### src/hw/rtl/red_pkg.sv
`timescale 1ns / 1ps
// ----------------------------------------------------------------------------
// Response end detector package
// Item codes, status codes, register indexes and the completion marker text.
// ----------------------------------------------------------------------------
package red_pkg;

    localparam int MARK_LEN = 21;
    localparam int DATA_W   = 8;
    localparam int TICK_W   = 16;
    localparam int CFG_IDX_W = 2;

    // Marker text; the first character sits in the top byte.
    localparam logic [DATA_W*MARK_LEN-1:0] MARKER_TEXT = "SER Response Complete";

    localparam logic [DATA_W-1:0] CH_EQ    = 8'h3D;  // '='
    localparam logic [DATA_W-1:0] CH_GT    = 8'h3E;  // '>'
    localparam logic [DATA_W-1:0] CH_HASH  = 8'h23;  // '#'
    localparam logic [DATA_W-1:0] CH_DOLL  = 8'h24;  // '$'
    localparam logic [DATA_W-1:0] CH_QUES  = 8'h3F;  // '?'
    localparam logic [DATA_W-1:0] CH_SPACE = 8'h20;
    localparam logic [DATA_W-1:0] CH_CR    = 8'h0D;
    localparam logic [DATA_W-1:0] CH_LF    = 8'h0A;
    localparam logic [DATA_W-1:0] CH_TAB   = 8'h09;

    localparam logic [TICK_W-1:0] SHORT_IDLE_RST = 16'd80;
    localparam logic [TICK_W-1:0] LONG_IDLE_RST  = 16'd500;
    localparam logic [TICK_W-1:0] OVERALL_RST    = 16'd5000;

    typedef enum logic [CFG_IDX_W-1:0] {
        CFG_SHORT_IDLE = 2'd0,
        CFG_LONG_IDLE  = 2'd1,
        CFG_OVERALL    = 2'd2
    } t_cfg_idx;

    typedef enum logic [1:0] {
        MODE_START = 2'd0,
        MODE_BYTE  = 2'd1,
        MODE_TICK  = 2'd2
    } t_mode;

    typedef enum logic [2:0] {
        ST_RUNNING       = 3'd0,
        ST_PROMPT        = 3'd1,
        ST_IDLE_END      = 3'd2,
        ST_TIMEOUT_DATA  = 3'd3,
        ST_TIMEOUT_EMPTY = 3'd4,
        ST_INACTIVE      = 3'd5
    } t_status;

    // Status of the text scanner towards the control logic.
    typedef struct packed {
        logic seen_any;  // at least one byte in this response
        logic hit;       // the presented byte ends the response
    } t_scan_info;

endpackage

### src/hw/rtl/red_scan.sv
`timescale 1ns / 1ps
// ----------------------------------------------------------------------------
// Response end detector text scanner
// Tracks the marker window and the prompt patterns over the received bytes.
// ----------------------------------------------------------------------------
module red_scan import red_pkg::*; #(
    parameter int TAIL_WINDOW = 50
) (
    input  logic              i_clk,
    input  logic              i_rst_n,
    input  logic              i_clear,
    input  logic              i_step,
    input  logic [DATA_W-1:0] i_data_byte,
    output t_scan_info        o_info
);

    localparam int SPAN_W = $clog2(TAIL_WINDOW + 1);

    logic [DATA_W*MARK_LEN-1:0] r_window, n_window;
    logic [DATA_W-1:0]          r_prev,   n_prev;
    logic [1:0]                 r_count,  n_count;
    logic                       r_armed,  n_armed;
    logic [SPAN_W-1:0]          r_span,   n_span;
    logic                       r_found,  n_found;

    logic c_is_space3;
    logic c_is_space4;
    logic two;

    always_comb begin
        c_is_space3 = (i_data_byte == CH_SPACE) || (i_data_byte == CH_CR)
                   || (i_data_byte == CH_LF);
        c_is_space4 = c_is_space3 || (i_data_byte == CH_TAB);
        two = (r_count != 2'd0)
           && ((((r_prev == CH_GT) || (r_prev == CH_HASH) || (r_prev == CH_DOLL))
                && c_is_space3)
               || ((r_prev == CH_QUES) && (i_data_byte == CH_SPACE)));

        if ((r_count != 2'd0) && (r_prev == CH_EQ) && (i_data_byte == CH_GT)) begin
            n_armed = 1'b1;
            n_span  = SPAN_W'(2);
        end else if (r_armed && c_is_space4 && (r_span < SPAN_W'(TAIL_WINDOW))) begin
            n_armed = 1'b1;
            n_span  = r_span + SPAN_W'(1);
        end else begin
            n_armed = 1'b0;
            n_span  = r_span;
        end

        n_window = {r_window[DATA_W*(MARK_LEN-1)-1:0], i_data_byte};
        n_found  = r_found || (n_window == MARKER_TEXT);
        n_count  = (r_count == 2'd3) ? r_count : r_count + 2'd1;
        n_prev   = i_data_byte;

        o_info.seen_any = (r_count != 2'd0);
        // Three bytes in total are needed once this byte is counted.
        o_info.hit = n_found || ((r_count >= 2'd2) && (n_armed || two));
    end

    always_ff @(posedge i_clk) begin
        if (!i_rst_n || i_clear) begin
            r_window <= '0;
            r_prev   <= '0;
            r_count  <= '0;
            r_armed  <= 1'b0;
            r_span   <= '0;
            r_found  <= 1'b0;
        end else if (i_step) begin
            r_window <= n_window;
            r_prev   <= n_prev;
            r_count  <= n_count;
            r_armed  <= n_armed;
            r_span   <= n_span;
            r_found  <= n_found;
        end
    end

endmodule

### src/hw/rtl/response_end_detector.sv
`timescale 1ns / 1ps
// ----------------------------------------------------------------------------
// Response end detector
// Decides when a command response has ended from bytes, ticks and limits.
// ----------------------------------------------------------------------------
// The result of an item is registered and is valid in the cycle after the item is taken.
// Throughput: one item per cycle; the result register is the only stage.
// Input ready is held low only while an unclaimed result waits and the
// output side is stalled.
// Reset: synchronous, active low; limits return to 80, 500 and 5000 ticks
// and no response is open.
module response_end_detector import red_pkg::*; #(
    parameter int TAIL_WINDOW = 50
) (
    input  logic                 i_clk,
    input  logic                 i_rst_n,
    input  logic                 i_in_valid,
    output logic                 o_in_ready,
    input  logic [1:0]           i_mode,
    input  logic [DATA_W-1:0]    i_data_byte,
    input  logic                 i_long_idle,
    output logic                 o_out_valid,
    input  logic                 i_out_ready,
    output logic                 o_done_res,
    output logic [2:0]           o_status,
    output logic                 o_have_data,
    input  logic                 i_cfg_we,
    input  logic [CFG_IDX_W-1:0] i_cfg_index,
    input  logic [TICK_W-1:0]    i_cfg_wdata
);

    logic [TICK_W-1:0] r_short_lim, r_long_lim, r_overall_lim;
    logic              r_active,  n_active;
    logic              r_long,    n_long;
    logic [TICK_W-1:0] r_idle,    n_idle;
    logic [TICK_W-1:0] r_elapsed, n_elapsed;
    logic              r_out_valid;
    logic              r_done,    n_done;
    t_status           r_status,  n_status;
    logic              r_have,    n_have;

    logic              accept;
    logic              scan_clear;
    logic              scan_step;
    t_scan_info        scan_info;
    logic [TICK_W-1:0] idle_inc, elapsed_inc, lim;

    assign o_in_ready = !r_out_valid || i_out_ready;
    assign accept     = i_in_valid && o_in_ready;

    red_scan #(
        .TAIL_WINDOW (TAIL_WINDOW)
    ) u_scan (
        .i_clk       (i_clk),
        .i_rst_n     (i_rst_n),
        .i_clear     (scan_clear),
        .i_step      (scan_step),
        .i_data_byte (i_data_byte),
        .o_info      (scan_info)
    );

    always_comb begin
        idle_inc    = (r_idle    == '1) ? r_idle    : r_idle    + TICK_W'(1);
        elapsed_inc = (r_elapsed == '1) ? r_elapsed : r_elapsed + TICK_W'(1);
        lim         = r_long ? r_long_lim : r_short_lim;

        n_active   = r_active;
        n_long     = r_long;
        n_idle     = r_idle;
        n_elapsed  = r_elapsed;
        n_done     = 1'b0;
        n_status   = r_active ? ST_RUNNING : ST_INACTIVE;
        n_have     = scan_info.seen_any;
        scan_clear = 1'b0;
        scan_step  = 1'b0;

        unique case (t_mode'(i_mode))
            MODE_START: begin
                scan_clear = accept;
                n_active   = 1'b1;
                n_long     = i_long_idle;
                n_idle     = '0;
                n_elapsed  = '0;
                n_status   = ST_RUNNING;
                n_have     = 1'b0;
            end
            MODE_BYTE: begin
                if (r_active) begin
                    scan_step = accept;
                    n_idle    = '0;
                    n_have    = 1'b1;
                    if (scan_info.hit) begin
                        n_done   = 1'b1;
                        n_status = ST_PROMPT;
                    end else if (r_elapsed > r_overall_lim) begin
                        // The total limit may have been lowered under a running count.
                        n_done   = 1'b1;
                        n_status = ST_TIMEOUT_DATA;
                    end
                end
            end
            MODE_TICK: begin
                if (r_active) begin
                    n_idle    = idle_inc;
                    n_elapsed = elapsed_inc;
                    if (scan_info.seen_any && (idle_inc > lim)) begin
                        n_done   = 1'b1;
                        n_status = ST_IDLE_END;
                    end else if (elapsed_inc > r_overall_lim) begin
                        n_done   = 1'b1;
                        n_status = scan_info.seen_any ? ST_TIMEOUT_DATA
                                                      : ST_TIMEOUT_EMPTY;
                    end
                end
            end
            default: begin
                // Unused item code: state is left as it is.
            end
        endcase

        if (n_done) begin
            n_active = 1'b0;
        end
    end

    always_ff @(posedge i_clk) begin
        if (!i_rst_n) begin
            r_short_lim   <= SHORT_IDLE_RST;
            r_long_lim    <= LONG_IDLE_RST;
            r_overall_lim <= OVERALL_RST;
        end else if (i_cfg_we) begin
            unique case (t_cfg_idx'(i_cfg_index))
                CFG_SHORT_IDLE: r_short_lim   <= i_cfg_wdata;
                CFG_LONG_IDLE:  r_long_lim    <= i_cfg_wdata;
                CFG_OVERALL:    r_overall_lim <= i_cfg_wdata;
                default: begin
                end
            endcase
        end
    end

    always_ff @(posedge i_clk) begin
        if (!i_rst_n) begin
            r_active    <= 1'b0;
            r_long      <= 1'b0;
            r_idle      <= '0;
            r_elapsed   <= '0;
            r_out_valid <= 1'b0;
        end else begin
            if (accept) begin
                r_active  <= n_active;
                r_long    <= n_long;
                r_idle    <= n_idle;
                r_elapsed <= n_elapsed;
            end
            if (accept) begin
                r_out_valid <= 1'b1;
            end else if (i_out_ready) begin
                r_out_valid <= 1'b0;
            end
        end
    end

    always_ff @(posedge i_clk) begin
        if (accept) begin
            r_done   <= n_done;
            r_status <= n_status;
            r_have   <= n_have;
        end
    end

    assign o_out_valid = r_out_valid;
    assign o_done_res  = r_done;
    assign o_status    = r_status;
    assign o_have_data = r_have;

endmodule

### config.mk
export PLATFORM = sky130hd
export DESIGN_NAME = response_end_detector
export DESIGN_NICKNAME = d
export VERILOG_FILES = /design/src/hw/rtl/red_pkg.sv /design/src/hw/rtl/red_scan.sv /design/src/hw/rtl/response_end_detector.sv
export SDC_FILE = /design/constraint.sdc
export NUM_CORES = 1
export LEC_CHECK = 0
export ABC_CLOCK_PERIOD_IN_PS = 10100
export BUFFER_PORTS_ARGS = -buffer_cell sky130_fd_sc_hd__buf_4
export CORE_MARGIN = 2
export CORE_UTILIZATION = 28
export CTS_CLUSTER_SIZE = 14
export DETAILED_ROUTE_END_ITERATION = 8
export MAX_ROUTING_LAYER = met4
export PLACE_DENSITY = 0.44
export SETUP_SLACK_MARGIN = 0.3
export SLEW_MARGIN = 10
export SYNTH_ARGS = -nofsm -noshare
export SYNTH_HDL_FRONTEND = slang
export SYNTH_HIERARCHICAL = 1
export SYNTH_SLANG_ARGS = --single-unit
### constraint.sdc
create_clock -name i_clk -period 10.1 [get_ports i_clk]
set_clock_uncertainty 0.2 [all_clocks]
set_input_delay 0.505 -clock i_clk [delete_from_list [all_inputs] [get_ports i_clk]]
set_output_delay 0.505 -clock i_clk [all_outputs]
set_load 0.02 [all_outputs]
======== Yosys cells after proc, flatten, opt, wreduce, memory -nomap -nowiden ========
Index checks and enable logic that the tools add are counted.
word-level totals
  register bits after elaboration ......... 266
  input bits .............................. 34
  logic and storage cells ................. 124
operators by class
  add/subtract/negate cells ............... 4
  $lt $le $gt $ge ......................... 5
  equal/unequal tests ..................... 20
  multiplexer cells ....................... 37
  bitwise logic cells ..................... 1
  reduce and logical (&&, ||, !) cells .... 40
operators with widths
  kind                                                                 count
  168-bit by 167-bit == test with 1-bit output, second input constant  1
  16-bit two-way mux                                                   6
  8-bit by 6-bit == test with 1-bit output, second input constant      7
  16-bit > comparator                                                  3
  16-bit one-hot mux with 3 select lines                               1
  16-bit by 1-bit adder with 16-bit output, second input constant      2
  16-bit == test, second input constant                                2
  16-bit one-hot mux with 2 select lines                               1
  8-bit by 4-bit == test with 1-bit output, second input constant      3
  3-bit two-way mux                                                    8
  1-bit two-way mux                                                    16
  2-bit AND reduction                                                  7
  6-bit two-way mux                                                    2
  1-bit logical OR                                                     11
  1-bit logical AND                                                    10
  2-bit nonzero test                                                   5
  3-bit one-hot mux with 3 select lines                                1
  6-bit by 1-bit adder with 6-bit output, second input constant        1
  2-bit == test, second input constant                                 3
  6-bit less-than comparator, second input constant                    1
  2-bit by 1-bit == test with 1-bit output, second input constant      2
  2-bit logical NOT                                                    2
  2-bit inequality test, second input constant                         2
  1-bit one-hot mux with 2 select lines                                2
  7 further kinds                                                      8

======== Logic depth before layout (Yosys ltp) ========
  depth in word-level cells ............... 16
  depth in mapped cells ................... 15
  depth with buffers taken out ............ 13

======== By module ========
Netlist, hierarchy kept.
by module, submodules not included
  module                 times used  cells each  area each (um2)
  red_scan               1           670         6,850.3
  response_end_detector  1           676         5,460.2

======== Worst setup path before layout ========
OpenSTA, ideal clock, no wires.
  path kind ............................... register to register
  start point ............................. register r_elapsed[4]
  end point ............................... register r_active
  setup time .............................. 125 ps
  data arrival time ....................... 3,116 ps
  required time ........................... 9,775 ps
  setup slack ............................. 6,659 ps
  stages on the path, launching flop included .. 14
  path buffers ............................ 1
  clock period less this slack ............ 3,441 ps
  cells stage by stage .................... dfxtp_1 and4_4 and4_4 buf_6 and3_4 and2b_2 mux2_1 ha_1 nand4_1 nor3_1 a21boi_1 o31a_1 nor2b_1 o41a_1
on the way
  cells in the longest elaborated chain, start to end .. 9
RTL lines
  item                                                                               RTL line                      text
  start: declaration                                                                 response_end_detector.sv:36   logic [TICK_W-1:0] r_elapsed, n_elapsed;
  start signal: assignment                                                           response_end_detector.sv:154  r_elapsed <= n_elapsed;
  16-bit by 1-bit adder with 16-bit output / 16-bit == test (equally long branches)  response_end_detector.sv:64   elapsed_inc = (r_elapsed == '1) ? r_elapsed : r_elapsed + TICK_W'(1);
  16-bit two-way mux                                                                 response_end_detector.sv:64
  16-bit > comparator                                                                response_end_detector.sv:109  end else if (elapsed_inc > r_overall_lim) begin
  1-bit two-way mux                                                                  response_end_detector.sv:109
  1-bit two-way mux                                                                  response_end_detector.sv:106  if (scan_info.seen_any && (idle_inc > lim)) begin
  1-bit two-way mux                                                                  response_end_detector.sv:103  if (r_active) begin
  1-bit one-hot mux with 2 select lines *                                            response_end_detector.sv:77   unique case (t_mode'(i_mode))
  2-bit nonzero test (no source line)                                                -
  2-bit AND reduction (no source line)                                               -
  end signal: assignment                                                             response_end_detector.sv:151  r_active <= n_active;
  end: declaration                                                                   response_end_detector.sv:33   logic r_active, n_active;
Every way passes the cells marked *; elsewhere a longest branch is shown, timed or not.
A chain may end at the register's enable or synchronous reset.

======== Final worst setup path ========
  start point ............................. register r_elapsed[0]
  end point ............................... register r_active
The elaborated chain is that of the path after synthesis.

==> reports/qor.txt <==
run status - finished, final reports clean
cell type contributing the most total cell area after synthesis - sky130_fd_sc_hd__dfxtp_1
# fillers - 4528
CP endpoint - r_active$_SDFFE_PN0P_
number of different library cells in the post-synthesis netlist - 89
Syn Area/Cell - 9.15 µm²
clock transition at the registers of the reported paths - 0.05 ns
width of the chip - 214 µm
setup repair after global routing missed its margin - false
required time worst endpoint - 10.36 ns
count of synthesis-stage warnings from yosys - 6
Mapped Cells - 1346
placement row count - 76
final wirelength - 32600 µm
Post-synth EDFFs - 5
Post-Layout Cell Count - 1985
count of instances resized after the clock tree is built - 0
signal arrival time at the worst endpoint - 4.19 ns
Cell Count Post-Placement - 1910
length of the first detailed-routing pass in iterations - 5
multi-input logic area - 6690 µm²
Setup CP Type - reg2reg
worst r2r dst - r_active$_SDFFE_PN0P_
critical-path cell list - ha_1 -> nand2_1 -> nor4_2 -> a21oi_2 -> nand2_1 -> xnor2_1 -> ha_1 -> nand4_1 -> nor3_1 -> a21boi_1 -> o31a_1 -> nor2b_1 -> o41a_1
drt initial violations - 572
area of the die - 45700 µm²
Reg2Reg Depth - 13
TNS Setup - 0 ns
adder-cell area share of the yosys netlist - 5.89%
Critical Path Start Type - register
Post-Synthesis Net Count - 1438
share of cells above drive strength 1 - 9.08%
Pleak - 5.00 nW
NumNets Final - 1467
number of buffers on the longest clock path - 3
endpoints failing setup - 0
Slew headroom - 14.0%
Slowest cell on crit path - sky130_fd_sc_hd__nor4_2
Worst-Margin Slew - 1.29 ns
worst min-delay path category - in2reg
Top-Level Pins - 41
sinks on the clock net - 258
most used cells in the layout excluding fill and tap cells - sky130_fd_sc_hd__dfxtp_1, sky130_fd_sc_hd__nor2_1, sky130_fd_sc_hd__mux2i_1, sky130_fd_sc_hd__nand2_1, sky130_fd_sc_hd__a21oi_1
Post-DP Area - 13100 µm²
total non-filler cell area in the finished layout - 14300 µm²
Tmin final - 3.94 ns
ratio of total power to cell area - 159 nW/µm²
clock insertion delay at the later pin of the skew report - 0.58 ns
Tcrit/Tclk final - 39.0%
worst voltage drop across the vdd grid - 0.000124 V
Post-DRT Antenna Nets - 0
Critical Path Sink Type - register
wire length of the first global-routing pass - 52100 µm
Synth area leaders - sky130_fd_sc_hd__dfxtp_1, sky130_fd_sc_hd__mux2i_1, sky130_fd_sc_hd__nor2_1, sky130_fd_sc_hd__ha_1, sky130_fd_sc_hd__nand2_1
area fraction in compound gates after synthesis - 10.1%
Core Box Area - 43300 µm²
post-synthesis simple-gate area fraction - 21.8%
sequential cell area fraction in the yosys report - 42.4%
launch point of the worst reg-to-reg path - r_elapsed[0]$_SDFFE_PN0P_
overall routing resource usage - 14.9%
# DRC - 0
overall via count from detail_route - 9511
post-detail-place hpwl - 22700 µm
pin count of the biggest net entering global routing - 162
Post-CTS Hold Buffers - 17
fraction of synthesized cell area in xor and xnor cells - 1.42%
initial antenna violation count - 1
sequential cell area in the final layout - 5220 µm²
effective utilization at floorplan - 28.5%
relative area change from synthesis to final layout - 16.4%
Num CTS Buffers - 31
worst reg2reg setup slack - 6.16 ns
clock tree root driver cell - sky130_fd_sc_hd__clkbuf_16
largest family of logic cells by synthesized area - simple AND/OR/NAND/NOR gates
# Max-Cap Violations - 0
Netlist Area Pre-Place - 12300 µm²
Synth Register Bits - 258
most frequent standard cell in the layout excluding fill and tap cells - sky130_fd_sc_hd__dfxtp_1
Slowest Stage Delay on Critical Path - 0.48 ns
height of the die - 214 µm
count of final hold-check violations - 0
mux contribution to synthesized area - 14.9%
Overflow after GRT - 0
WL per Instance - 16.4 µm
final slew viol count - 0
Max Clk Rate - 254 MHz
Port Buf Inserts - 40
Final GP Congestion - 0.822
area share of the leading cell type in the synthesized netlist - 41.1%
clock tree from TritonCTS - built
startpoint of the most critical setup path - r_elapsed[0]$_SDFFE_PN0P_
H-tree level count - 1
Setup Fix Bufs, Post-CTS - 0
most used flip-flop cell after synthesis - sky130_fd_sc_hd__dfxtp_1
asr flop ratio synth - 0%
vias per cell - 4.79
highest net fanout along the worst path - 12
via count of the first global-routing pass - 9151
[worst max-delay path, delay by kind of cell, from the launching register on]
family                     cells  cell delay, ns
xor gates and xnor gates       1            0.08
DFF                            1            0.44
AOI/OAI and AO/OA              4            1.12
and+or+nand+nor                6            1.31
adders and majority gates      2            0.64
[cells in the mapped netlist (5+ instances only)]
| library cell | count |
|---|---|
| sky130_fd_sc_hd__nor2_1 | 205 |
| sky130_fd_sc_hd__ha_1 | 58 |
| sky130_fd_sc_hd__inv_1 | 33 |
| sky130_fd_sc_hd__nand2b_1 | 10 |
| sky130_fd_sc_hd__o31ai_1 | 8 |
| sky130_fd_sc_hd__o211ai_1 | 9 |
| sky130_fd_sc_hd__nor2b_1 | 7 |
| sky130_fd_sc_hd__clkbuf_1 | 41 |
| sky130_fd_sc_hd__o21a_1 | 7 |
| sky130_fd_sc_hd__a21oi_1 | 80 |
| sky130_fd_sc_hd__nand3b_1 | 5 |
| sky130_fd_sc_hd__and4b_1 | 9 |
| sky130_fd_sc_hd__xnor2_1 | 16 |
| sky130_fd_sc_hd__o21ai_0 | 14 |
| sky130_fd_sc_hd__and2_1 | 5 |
| sky130_fd_sc_hd__nand4_1 | 26 |
| sky130_fd_sc_hd__nor3_1 | 10 |
| sky130_fd_sc_hd__o21ai_1 | 11 |
| sky130_fd_sc_hd__nor4_1 | 13 |
| sky130_fd_sc_hd__dfxtp_1 | 253 |
| sky130_fd_sc_hd__and3_1 | 10 |
| sky130_fd_sc_hd__buf_2 | 18 |
| sky130_fd_sc_hd__edfxtp_1 | 5 |
| sky130_fd_sc_hd__nor4b_1 | 7 |
| sky130_fd_sc_hd__mux2i_1 | 178 |
| sky130_fd_sc_hd__nand2_1 | 145 |
| sky130_fd_sc_hd__nand3_1 | 33 |
| sky130_fd_sc_hd__a31oi_1 | 13 |
| sky130_fd_sc_hd__nor4bb_1 | 15 |
[cell type report]
class	count	share of cell area [%]
Antenna cell	1	0.0175
Clock buffer	44	6.11
Tap cell	585	5.11
Sequential cell	258	36.4
Multi-Input combinational cell	988	46.7
Timing Repair Buffer	62	3.63
Clock inverter	13	1.15
Inverter	34	0.891
[cells by family after synthesis]
family | Yosys count
buffers and inverters | 100
multiplexers | 183
adder cells (fa/ha/maj) | 58
flip-flops | 258
AO/OA/AOI/OAI | 190
XOR/XNOR | 20
AND/OR/NAND/NOR | 537
[where the power goes]
part / switching, mW / internal [mW] / total [mW]
logic: 0.0699 / 0.0377 / 0.108
clock network: 0.449 / 0.680 / 1.13
registers: 0.00515 / 1.03 / 1.04
[metrics by stage]
step | setup slack [ns] | hold WS [ns] | total power, mW | util, %
final | 6.16 | 0.0160 | 2.27 | 33.1
after global routing | 5.87 | 0.00872 | 2.36 | 33.1
after CTS | 6.18 | 0.00450 | 2.31 | 33.1
after detailed placement | 6.22 | 0.247 | 1.16 | 30.3
after global placement | 6.22 | 0.243 | 1.16 | 30.3
after floorplan | 6.66 | 0.233 | 1.12 | -
[metal layers]
metal | GRT usage [%] | part of all wire (%) | wire [µm]
met1 | 20.5 | 49 | 16100
met2 | 23.1 | 46 | 14900
met3 | 2.17 | 3.4 | 1090
met4 | 3.35 | 1.6 | 509
met5 | - | 0 | 0
[flip-flops by register name (all words and copies together), names as in the netlist]
name / flops
o_done_res: 1
o_have_data: 1
o_out_valid: 1
o_status: 3
r_active: 1
r_elapsed: 16
r_idle: 16
r_long: 1
r_long_lim: 16
r_overall_lim: 16
r_short_lim: 16
u_scan/r_armed: 1
u_scan/r_count: 2
u_scan/r_found: 1
u_scan/r_span: 6
u_scan/r_window: 160
[how the worst min path moves through the flow]
| stage | from | endpoint | slack (ns) | cells after the start |
|---|---|---|---|---|
| 6_report | i_long_idle | r_long$_SDFFE_PN0P_ | 0.02 | 3 |
| 5_1_grt | i_long_idle | r_long$_SDFFE_PN0P_ | 0.009 | 3 |
| 4_1_cts | i_long_idle | r_long$_SDFFE_PN0P_ | 0.004 | 3 |
| 3_5_place_dp | r_long_lim[0]$_SDFFE_PN0P_ | r_long_lim[0]$_SDFFE_PN0P_ | 0.25 | 2 |
| 3_3_place_gp | r_long_lim[14]$_SDFFE_PN0P_ | r_long_lim[14]$_SDFFE_PN0P_ | 0.24 | 2 |
| 2_1_floorplan | r_long_lim[0]$_SDFFE_PN0P_ | r_long_lim[0]$_SDFFE_PN0P_ | 0.23 | 2 |
(Power assumes the default switching activity.)
